**src/design/button_press_classifier_unit_assert.svh**
```systemverilog
// Assertion macros for the button press classifier.
`ifndef BUTTON_PRESS_CLASSIFIER_UNIT_ASSERT_SVH
`define BUTTON_PRESS_CLASSIFIER_UNIT_ASSERT_SVH

`ifndef SYNTHESIS

`define BPC_ASSERT(lbl, clk, rst, prop) \
  lbl: assert property (@(posedge clk) disable iff (rst) (prop)) \
    else $error("assertion failed");

`define BPC_ASSERT_NEXT(lbl, clk, rst, ante, cons) \
  lbl: assert property (@(posedge clk) disable iff (rst) (ante) |=> (cons)) \
    else $error("assertion failed");

`else

`define BPC_ASSERT(lbl, clk, rst, prop)

`define BPC_ASSERT_NEXT(lbl, clk, rst, ante, cons)

`endif

`endif

```
**src/design/bpc_pkg.sv**
```systemverilog
// Types and constants shared by the button press classifier files.
package bpc_pkg;

  localparam logic [2:0] ST_IDLE     = 3'd0;
  localparam logic [2:0] ST_INITIAL  = 3'd1;
  localparam logic [2:0] ST_DEBOUNCE = 3'd2;
  localparam logic [2:0] ST_PRESSED  = 3'd3;
  localparam logic [2:0] ST_REPEAT   = 3'd4;
  localparam logic [2:0] ST_WAITLONG = 3'd5;
  localparam logic [2:0] ST_WAITREL  = 3'd6;

  localparam logic [1:0] EV_NORMAL   = 2'd0;
  localparam logic [1:0] EV_REPEAT   = 2'd1;
  localparam logic [1:0] EV_LONG     = 2'd2;
  localparam logic [1:0] EV_RELEASED = 2'd3;

  localparam logic [1:0] OP_SAMPLE = 2'd0;
  localparam logic [1:0] OP_START  = 2'd1;
  localparam logic [1:0] OP_STOP   = 2'd2;

  localparam logic [1:0] MODE_SIMPLE     = 2'd0;
  localparam logic [1:0] MODE_CONTINUOUS = 2'd1;
  localparam logic [1:0] MODE_LONG       = 2'd2;

  localparam logic [2:0] REG_ACTIVE_LEVEL = 3'd0;
  localparam logic [2:0] REG_DEBOUNCE     = 3'd1;
  localparam logic [2:0] REG_NORMAL_PRESS = 3'd2;
  localparam logic [2:0] REG_REPEAT       = 3'd3;
  localparam logic [2:0] REG_LONG_PRESS   = 3'd4;
  localparam logic [2:0] REG_PRESS_MODE   = 3'd5;

  typedef struct packed {
    logic        active_level;
    logic [15:0] debounce_ms;
    logic [15:0] normal_press_ms;
    logic [15:0] repeat_interval_ms;
    logic [15:0] long_press_ms;
    logic [1:0]  press_mode;
  } cfg_t;

  typedef struct packed {
    logic [2:0]  fsm_state;
    logic [31:0] last_event_time;
    logic        event_valid;
    logic [1:0]  event_kind;
  } step_res_t;

endpackage

```
**src/design/button_press_classifier_unit.sv**
```systemverilog
// Button press classifier: debounce, normal, repeat and long press, release events.
// Accepts one item (start, stop or pin sample) per clock unless the result register
// stalls, and returns one result per item, held first in the input register and
// then in the result register. The sustained rate is one item per cycle; it is set
// by the state and last-event-time registers, which close one compare-and-subtract
// loop per item. A stalled result register holds the next item in the input register.
// Writes to config registers 0 to 5 return the state machine to idle.
`include "button_press_classifier_unit_assert.svh"
module button_press_classifier_unit import bpc_pkg::*; (
  input  logic        clk,
  input  logic        rst,
  input  logic        cfg_we,
  input  logic [2:0]  cfg_index,
  input  logic [15:0] cfg_data,
  input  logic        s_tvalid,
  output logic        s_tready,
  input  logic [39:0] s_tdata,   // pin_level [0], now_ms [32:1], zero fill
  input  logic [1:0]  s_tuser,   // operation [1:0]
  output logic        m_tvalid,
  input  logic        m_tready,
  output logic [7:0]  m_tdata,   // event_valid [0], zero fill
  output logic [1:0]  m_tuser    // event_kind [1:0]
);

  cfg_t        cfg;
  logic [2:0]  fsm_state;
  logic [31:0] last_event_time;
  logic        in_valid;
  logic [1:0]  in_op;
  logic        in_pin;
  logic [31:0] in_now;
  logic        out_valid;
  logic        out_event_valid;
  logic [1:0]  out_event_kind;
  logic        advance;
  logic        cfg_hit;
  step_res_t   res;

  assign advance  = in_valid && (!out_valid || m_tready);
  assign s_tready = !in_valid || advance;
  assign cfg_hit  = cfg_we && (cfg_index <= REG_PRESS_MODE);

  bpc_step u_step (
    .cfg             (cfg),
    .fsm_state       (fsm_state),
    .last_event_time (last_event_time),
    .operation       (in_op),
    .pin_level       (in_pin),
    .now_ms          (in_now),
    .res             (res)
  );

  always_ff @(posedge clk) begin
    if (rst) begin
      cfg.active_level       <= 1'b0;
      cfg.debounce_ms        <= 16'd20;
      cfg.normal_press_ms    <= 16'd50;
      cfg.repeat_interval_ms <= 16'd200;
      cfg.long_press_ms      <= 16'd1000;
      cfg.press_mode         <= MODE_SIMPLE;
    end else if (cfg_we) begin
      unique case (cfg_index)
        REG_ACTIVE_LEVEL: cfg.active_level       <= cfg_data[0];
        REG_DEBOUNCE:     cfg.debounce_ms        <= cfg_data;
        REG_NORMAL_PRESS: cfg.normal_press_ms    <= cfg_data;
        REG_REPEAT:       cfg.repeat_interval_ms <= cfg_data;
        REG_LONG_PRESS:   cfg.long_press_ms      <= cfg_data;
        REG_PRESS_MODE:   cfg.press_mode         <= cfg_data[1:0];
        default: ;
      endcase
    end
  end

  always_ff @(posedge clk) begin
    if (rst) begin
      fsm_state       <= ST_IDLE;
      last_event_time <= 32'd0;
    end else if (cfg_hit) begin
      fsm_state <= ST_IDLE;
    end else if (advance) begin
      fsm_state       <= res.fsm_state;
      last_event_time <= res.last_event_time;
    end
  end

  always_ff @(posedge clk) begin
    if (rst) begin
      in_valid <= 1'b0;
    end else if (s_tready) begin
      in_valid <= s_tvalid;
    end
  end

  always_ff @(posedge clk) begin
    if (s_tready && s_tvalid) begin
      in_op  <= s_tuser;
      in_pin <= s_tdata[0];
      in_now <= s_tdata[32:1];
    end
  end

  always_ff @(posedge clk) begin
    if (rst) begin
      out_valid <= 1'b0;
    end else if (advance) begin
      out_valid <= 1'b1;
    end else if (m_tready) begin
      out_valid <= 1'b0;
    end
  end

  always_ff @(posedge clk) begin
    if (advance) begin
      out_event_valid <= res.event_valid;
      out_event_kind  <= res.event_kind;
    end
  end

  assign m_tvalid = out_valid;
  assign m_tdata  = {7'd0, out_event_valid};
  assign m_tuser  = out_event_kind;

  `BPC_ASSERT_NEXT(a_cfg_idle, clk, rst, cfg_hit, fsm_state == ST_IDLE)
  `BPC_ASSERT_NEXT(a_out_hold, clk, rst, out_valid && !m_tready,
                   out_valid && $stable(m_tdata) && $stable(m_tuser))
  `BPC_ASSERT(a_no_event_kind, clk, rst,
              !(out_valid && !out_event_valid) || (out_event_kind == EV_NORMAL))
  `BPC_ASSERT_NEXT(a_normal_next, clk, rst,
                   advance && !cfg_hit && res.event_valid && res.event_kind == EV_NORMAL,
                   fsm_state == ST_REPEAT || fsm_state == ST_WAITLONG ||
                   fsm_state == ST_WAITREL)
  `BPC_ASSERT_NEXT(a_in_hold, clk, rst, in_valid && !advance, in_valid)

endmodule

```
**src/design/bpc_step.sv**
```systemverilog
// Next-state and event logic for one classifier item.
module bpc_step import bpc_pkg::*; (
  input  cfg_t        cfg,
  input  logic [2:0]  fsm_state,
  input  logic [31:0] last_event_time,
  input  logic [1:0]  operation,
  input  logic        pin_level,
  input  logic [31:0] now_ms,
  output step_res_t   res
);

  logic [15:0] limit;
  logic [31:0] elapsed;
  logic        reached;
  logic        pressed;
  logic [2:0]  mode_state;

  always_comb begin
    unique case (fsm_state)
      ST_PRESSED:  limit = cfg.normal_press_ms;
      ST_REPEAT:   limit = cfg.repeat_interval_ms;
      ST_WAITLONG: limit = cfg.long_press_ms;
      default:     limit = cfg.debounce_ms;
    endcase
  end

  assign elapsed = now_ms - last_event_time;
  assign reached = elapsed > {16'd0, limit};
  assign pressed = pin_level == cfg.active_level;

  always_comb begin
    unique case (cfg.press_mode)
      MODE_CONTINUOUS: mode_state = ST_REPEAT;
      MODE_LONG:       mode_state = ST_WAITLONG;
      default:         mode_state = ST_WAITREL;
    endcase
  end

  always_comb begin
    res.fsm_state       = fsm_state;
    res.last_event_time = last_event_time;
    res.event_valid     = 1'b0;
    res.event_kind      = EV_NORMAL;
    unique case (operation)
      OP_START: res.fsm_state = ST_INITIAL;
      OP_STOP:  res.fsm_state = ST_IDLE;
      OP_SAMPLE: begin
        unique case (fsm_state)
          ST_INITIAL: begin
            if (pressed) begin
              res.last_event_time = now_ms;
              res.fsm_state       = ST_DEBOUNCE;
            end
          end
          ST_DEBOUNCE: begin
            if (!pressed) begin
              res.fsm_state = ST_INITIAL;
            end else if (reached) begin
              res.last_event_time = now_ms;
              res.fsm_state       = ST_PRESSED;
            end
          end
          ST_PRESSED: begin
            if (!pressed) begin
              res.fsm_state = ST_INITIAL;
            end else if (reached) begin
              res.event_valid     = 1'b1;
              res.event_kind      = EV_NORMAL;
              res.last_event_time = now_ms;
              res.fsm_state       = mode_state;
            end
          end
          ST_REPEAT: begin
            if (!pressed) begin
              res.fsm_state = ST_WAITREL;
            end else if (reached) begin
              res.event_valid     = 1'b1;
              res.event_kind      = EV_REPEAT;
              res.last_event_time = now_ms;
            end
          end
          ST_WAITLONG: begin
            if (!pressed) begin
              res.fsm_state = ST_WAITREL;
            end else if (reached) begin
              res.event_valid     = 1'b1;
              res.event_kind      = EV_LONG;
              res.last_event_time = now_ms;
              res.fsm_state       = ST_WAITREL;
            end
          end
          ST_WAITREL: begin
            if (!pressed && reached) begin
              res.event_valid = 1'b1;
              res.event_kind  = EV_RELEASED;
              res.fsm_state   = ST_INITIAL;
            end
          end
          default: ;
        endcase
      end
      default: ;
    endcase
  end

endmodule
```
**config.mk**
```make
export PLATFORM = sky130hd
export DESIGN_NAME = button_press_classifier_unit
export DESIGN_NICKNAME = d
export VERILOG_FILES = /design/src/design/bpc_pkg.sv /design/src/design/button_press_classifier_unit.sv /design/src/design/bpc_step.sv
export VERILOG_INCLUDE_DIRS = /design/src /design/src/design
export SDC_FILE = /design/constraint.sdc
export NUM_CORES = 1
export LEC_CHECK = 0
export BUFFER_PORTS_ARGS = -buffer_cell sky130_fd_sc_hd__clkbuf_2
export CAP_MARGIN = 10
export CORE_UTILIZATION = 30
export CTS_CLUSTER_DIAMETER = 100
export CTS_CLUSTER_SIZE = 16
export DETAILED_ROUTE_END_ITERATION = 7
export GPL_TIMING_DRIVEN = 1
export PLACE_DENSITY = 0.46
export SLEW_MARGIN = 20
export SYNTH_ARGS = -nofsm -noshare
export SYNTH_HDL_FRONTEND = slang
export SYNTH_SLANG_ARGS = --single-unit
```
**constraint.sdc**
```tcl
create_clock -name clk -period 5.19 [get_ports clk]
set_input_delay 0.519 -clock clk [delete_from_list [all_inputs] [get_ports clk]]
set_output_delay 0.519 -clock clk [all_outputs]
set_load 0.02 [all_outputs]
```
### After elaboration in Yosys (flattened, before gate mapping)

Cells that the tools add are included.
W data, S select, Z words.

* bits in registers: 142

* add/subtract/negate cells: 1
* $lt $le $gt $ge: 2
* eq/ne operators: 32
* multiplexer cells: 23
* bitwise gates (word level): 1
* reductions and logical operators: 23

Operators with widths (count)
* $mux W35: 6
* $pmux W32 S5: 1
* $mux W38: 2
* $pmux W16 S3: 1
* $gt A32 B16 Y1: 1
* $mux W32: 1
* $sub A32 B32 Y32: 1
* $mux W3: 6
* $ne A2 B1 Y1 const B: 9
* $pmux W3 S6: 1
* $eq A3 B3 Y1 const B: 5
* $reduce_and A13 Y1: 1
* $eq A3 B2 Y1 const B: 4
* $ne A4 B3 Y1 const B: 3
* $pmux W3 S4: 1
* $reduce_and A2 Y1: 6
* $pmux W3 S3: 1
* $reduce_and A9 Y1: 1
* $ne A7 B7 Y1 const B: 1
* $eq A3 B1 Y1 const B: 2
* $ne A3 B2 Y1 const B: 2
* $reduce_bool A5 Y1: 1
* $eq A2 B1 Y1 const B: 2
* $eq A2 B2 Y1 const B: 2
* other kinds (14): 21

### Logic depth before layout (Yosys ltp)

* depth after elaboration: 7
* gate-level depth with buffers: 22
* mapped depth without buffers: 21

### Hierarchy

Synthesis repeated with hierarchy kept, for this count alone.

* cells, all modules: 1045
* area, all modules: 9190.1 um^2

By module, submodules not included
* button_press_classifier_unit: instances 1, cells each 514, area an instance 5353.9 um^2, seq. area each 3223.1 um^2
* bpc_step: instances 1, cells each 531, area an instance 3836.2 um^2, seq. area each 0.0 um^2

### Least setup slack after synthesis

No wires, ideal clock.

* kind: reg2reg
* start: reg in_now[4]
* end: reg fsm_state[0]
* setup time: 0.122 ns
* arrival time: 4.427 ns
* setup slack: 0.641 ns
* cell stages (with the launch flop): 19
* buffers on the path: 0
* clock period less this slack: 4.549 ns
* cells stage by stage: edfxtp_1 -> ha_1 -> and2_4 -> a221oi_4 -> a21oi_1 -> nor3_1 -> o31ai_1 -> xor2_1 -> ha_1 -> nand4_1 -> or4_1 -> nor2_1 -> or3_1 -> o211ai_1 -> nor4_1 -> o2111a_1 -> nand4_4 -> o31a_1 -> o311a_1

* longest elaborated chain between the ends: 5

RTL lines
* from (decl): RTL line button_press_classifier_unit.sv:31 `logic [31:0] in_now;`
* from (signal assigned): RTL line button_press_classifier_unit.sv:98 `in_now <= s_tdata[32:1];`
* $sub A32 B32 Y32 (*): RTL line bpc_step.sv:27 `assign elapsed = now_ms - last_event_time;`
* $gt A32 B16 Y1 (*): RTL line bpc_step.sv:28 `assign reached = elapsed > {16'd0, limit};`
* $logic_and A1 B1 Y1: RTL line bpc_step.sv:93 `if (!pressed && reached) begin`
* $ne A3 B2 Y1 (no line)
* $reduce_and A9 Y1 (no line) (*)
* to (signal assigned): RTL line button_press_classifier_unit.sv:81 `fsm_state <= res.fsm_state;`
* to (decl): RTL line button_press_classifier_unit.sv:26 `logic [2:0] fsm_state;`

Mark *: on every way between the ends. The rest lies on a longest branch, timed or not.
A chain may end at the register's enable or synchronous reset.

### Worst setup path in the final report

Same ends and word-level chain as after synthesis.

==> flow_summary_export.csv <==
group,metric,value,unit
min_path,hold_class,"in -> reg",
critical_path,critical_path.max_fanout,5,
routing,drtIter0Drc,401,
routing,detail-route-antenna-nets,0,
die,die_h,171,um
global_routing,grt_antenna_before_repair,0,
critical_path,slowest_delay,0.53,ns
synth,yosysWarnings,0,
timing,finalHoldViolations,0,
synth,synth-xor-area-share,0.0266,
die,core-area,27900,um2
global_routing,grt_pass1_vias,6851,
synth,synthCells,1044,
critical_path,worstPathArrival,5.19,ns
routing,wire_per_inst,14.9,um
finish,nets,1190,
synth,yosysMostFrequentCell,"nand2_1",
critical_path,cp_top_family,"simple AND/OR/NAND/NOR gates",
power,power,2.71,mW
place,port_buffers,63,
routing,drc_errors,0,
finish,nFillCells,3027,
timing,worstMarginPinSlew,0.963,ns
synth,synthTopCellsByArea,"dfxtp_1, edfxtp_1, nand2_1",
timing,setup-violations-final,0,
routing,drtPass1Iterations,5,
finish,multi_input_area,4930,um2
timing,slew_headroom,0.358,
synth,netlist.area_leader.share,0.243,
die,initial_core_util,0.306,
synth,synth_top_family_by_area,"simple AND/OR/NAND/NOR gates",
clocking,clock_latency,0.44,ns
synth,yosys-mux-area-fraction,0.0620,
finish,drive_gt1_frac,0.116,
timing,max_freq,0.206,GHz
die,io_pins,78,
timing,final-max-slew-violation-count,0,
critical_path,crit_path_start_kind,"flip-flop",
clocking,cts_tree,"yes",
clocking,cts.sinks,142,
finish,final_area,9780,um2
clocking,clock-root-buffer,"clkbuf_16",
finish,synthToLayoutAreaGrowth,14.2,%
global_routing,track_usage,0.158,
finish,seq_area,3220,um2
die,dieWidth,171,um
critical_path,slowest_stage,"or4_1",
clocking,htreeDepth,4,
timing,skew,0.0132,ns
die,dieArea,29200,um2
clocking,clk_path_buf_depth,2,
place,place_hpwl,15200,um
synth,avgSynthCellArea,8.20,um2
run,cap_violations,0,
critical_path,path_cells,"ha_1 -> and2_4 -> a221oi_4 -> a21oi_1 -> nor3_1 -> o31ai_1 -> xor2_1 -> ha_1 -> nand4_1 -> or4_1 -> nor2_1 -> or3_1 -> o211ai_1 -> nor4_1 -> o2111a_2 -> nand4_4 -> o31a_1 -> o311a_1",
clocking,path_clk_slew,0.07,ns
routing,num_vias,7103,
synth,ys_dominant_reg_cell,"dfxtp_1",
synth,synthAdderAreaFrac,0.0725,
critical_path,crit_type,"reg -> reg",
synth,synth_compound_area_frac,0.165,
synth,synth_common_cells,"nand2_1, a21oi_1, dfxtp_1",
critical_path,crit_buf_inv,0,
timing,tns,0,ns
place,dp_slack,0.142,ns
timing,rsz0062_at_grt,"no",
power,p_leak,3.47,nW
global_routing,grt-ovfl-total,0,
clocking,numCtsBuffers,17,
synth,yosys.area_share.simple,0.243,
timing,setup_slack,0.330,ns
routing,viasPerCell,4.85,
global_routing,grt_max_degree,97,
critical_path,crit_path_frequent_cell,"ha_1",
global_routing,grt_pass1_wl,36200,um
synth,netlist_area,8560,um2
power,pwr_density_cell,277,nW/um2
synth,async_flop_share,0,
synth,ys_types,67,
place,place_area,9190,um2
clocking,ctsHoldBuffers,0,
timing,period_minus_slack,4.86,ns
finish,diodes,0,
critical_path,crit_path_end_kind,"flip-flop",
synth,ys_seq_area_frac,0.376,
power,ir_drop,0.000207,V
synth,ys_seq_elements,142,
status,status,"complete, no violations",
routing,wirelength,21900,um
place,place.gp.congestion,0.796,
synth,yosysTopAreaCell,"dfxtp_1",
synth,synth_edf_count,38,
die,core.rowCount,61,
critical_path,critPathRequiredTime,5.52,ns
timing,finalCritPeriodShare,0.936,
metal layers:
layer	track usage	part of all wire	vias up
li1	-	-	3663
met1	0.213	0.49	3323
met2	0.256	0.47	102
met3	0.0333	0.030	15
met4	0.0427	0.0091	0
met5	0	0	-
cells by family (layout without fill, tap and decap cells):
| kind of cell | count (synthesis) | in the layout |
|---|---|---|
| fa+ha+maj | 49 | 49 |
| xor+xnor | 26 | 26 |
| other cells | 1 | 7 |
| buf+inv | 111 | 149 |
| simple gates | 423 | 423 |
| mux | 53 | 53 |
| compound gates | 239 | 239 |
| flops | 142 | 142 |
path summary, 6_finish.rpt:
check	start	endpoint	slack [ns]	depth (start not counted)
setup reg to reg	in_now[4]$_DFFE_PP_	fsm_state[0]$_SDFFE_PP0P_	0.33	18
hold reg to reg	cfg[6]$_SDFFE_PP0P_	cfg[6]$_SDFFE_PP0P_	0.45	2
setup / recovery	in_now[4]$_DFFE_PP_	fsm_state[0]$_SDFFE_PP0P_	0.33	18
hold / removal	s_tdata[6]	in_now[5]$_DFFE_PP_	0.25	1
report_power, final:
| part | total [mW] | switching [mW] | internal (mW) |
|---|---|---|---|
| clock | 1.18 | 0.504 | 0.677 |
| combinational | 0.343 | 0.208 | 0.135 |
| sequential | 1.19 | 0.0184 | 1.17 |
| total | 2.71 | 0.731 | 1.98 |
per-stage QoR:
stage	hold slack, ns	util	instances
5_1_grt	0.228	0.350	1466
4_1_cts	0.230	0.349	1464
2_1_floorplan	0.436	-	1050
6_report	0.251	0.350	1466
3_3_place_gp	0.442	0.329	1432
3_5_place_dp	0.448	0.329	1432
what timing repair did:
item                                    4_1_cts  5_1_grt
resized for setup                             0        3
endpoints found under the setup margin        0       38
buffers inserted                              0        1
worst register-to-register path, cell delays in order (launching register included):
cell	delay, ns
edfxtp_1	0.39
ha_1	0.37
and2_4	0.18
a221oi_4	0.29
a21oi_1	0.14
nor3_1	0.27
o31ai_1	0.12
xor2_1	0.18
ha_1	0.33
nand4_1	0.13
or4_1	0.53
nor2_1	0.16
or3_1	0.12
o211ai_1	0.14
nor4_1	0.24
o2111a_2	0.28
nand4_4	0.15
o31a_1	0.38
o311a_1	0.34
sequential cells by signal, summed over array words and instances (netlist names), 2 cells and up:
| signal | cells |
|---|---|
| in_now | 32 |
| fsm_state | 3 |
| last_event_time | 32 |
| m_tuser | 2 |
| cfg | 67 |
| in_op | 2 |
cells in the final DEF, fill, tap and decap left out, drive strengths merged, types with 3 or more instances in the layout:
master    n
a211oi    6
a21o      4
a21oi   136
and2      6
buf      16
clkbuf   83
clkinv    3
conb      7
dfxtp   104
edfxtp   38
ha       48
inv      44
mux2i    53
nand2   210
nand2b   68
nand3    27
nand3b   15
nand4    17
nor2     34
nor2b    10
nor3     10
nor3b     5
nor4      4
o211ai    7
o21a      8
o21ai    48
o21bai    4
o31a      3
o31ai     3
or3       5
xnor2    15
xor2     11
area by class of cell:
class                      instances  share of cell area
inverter                          39              0.0150
timing repair buffer              78              0.0457
tap                              378              0.0484
sequential                       142               0.330
clock buffer                      21              0.0461
clock inverter                    11              0.0109
multi-input combinational        797               0.504
Note: power is estimated with default switching activity, not from simulation.
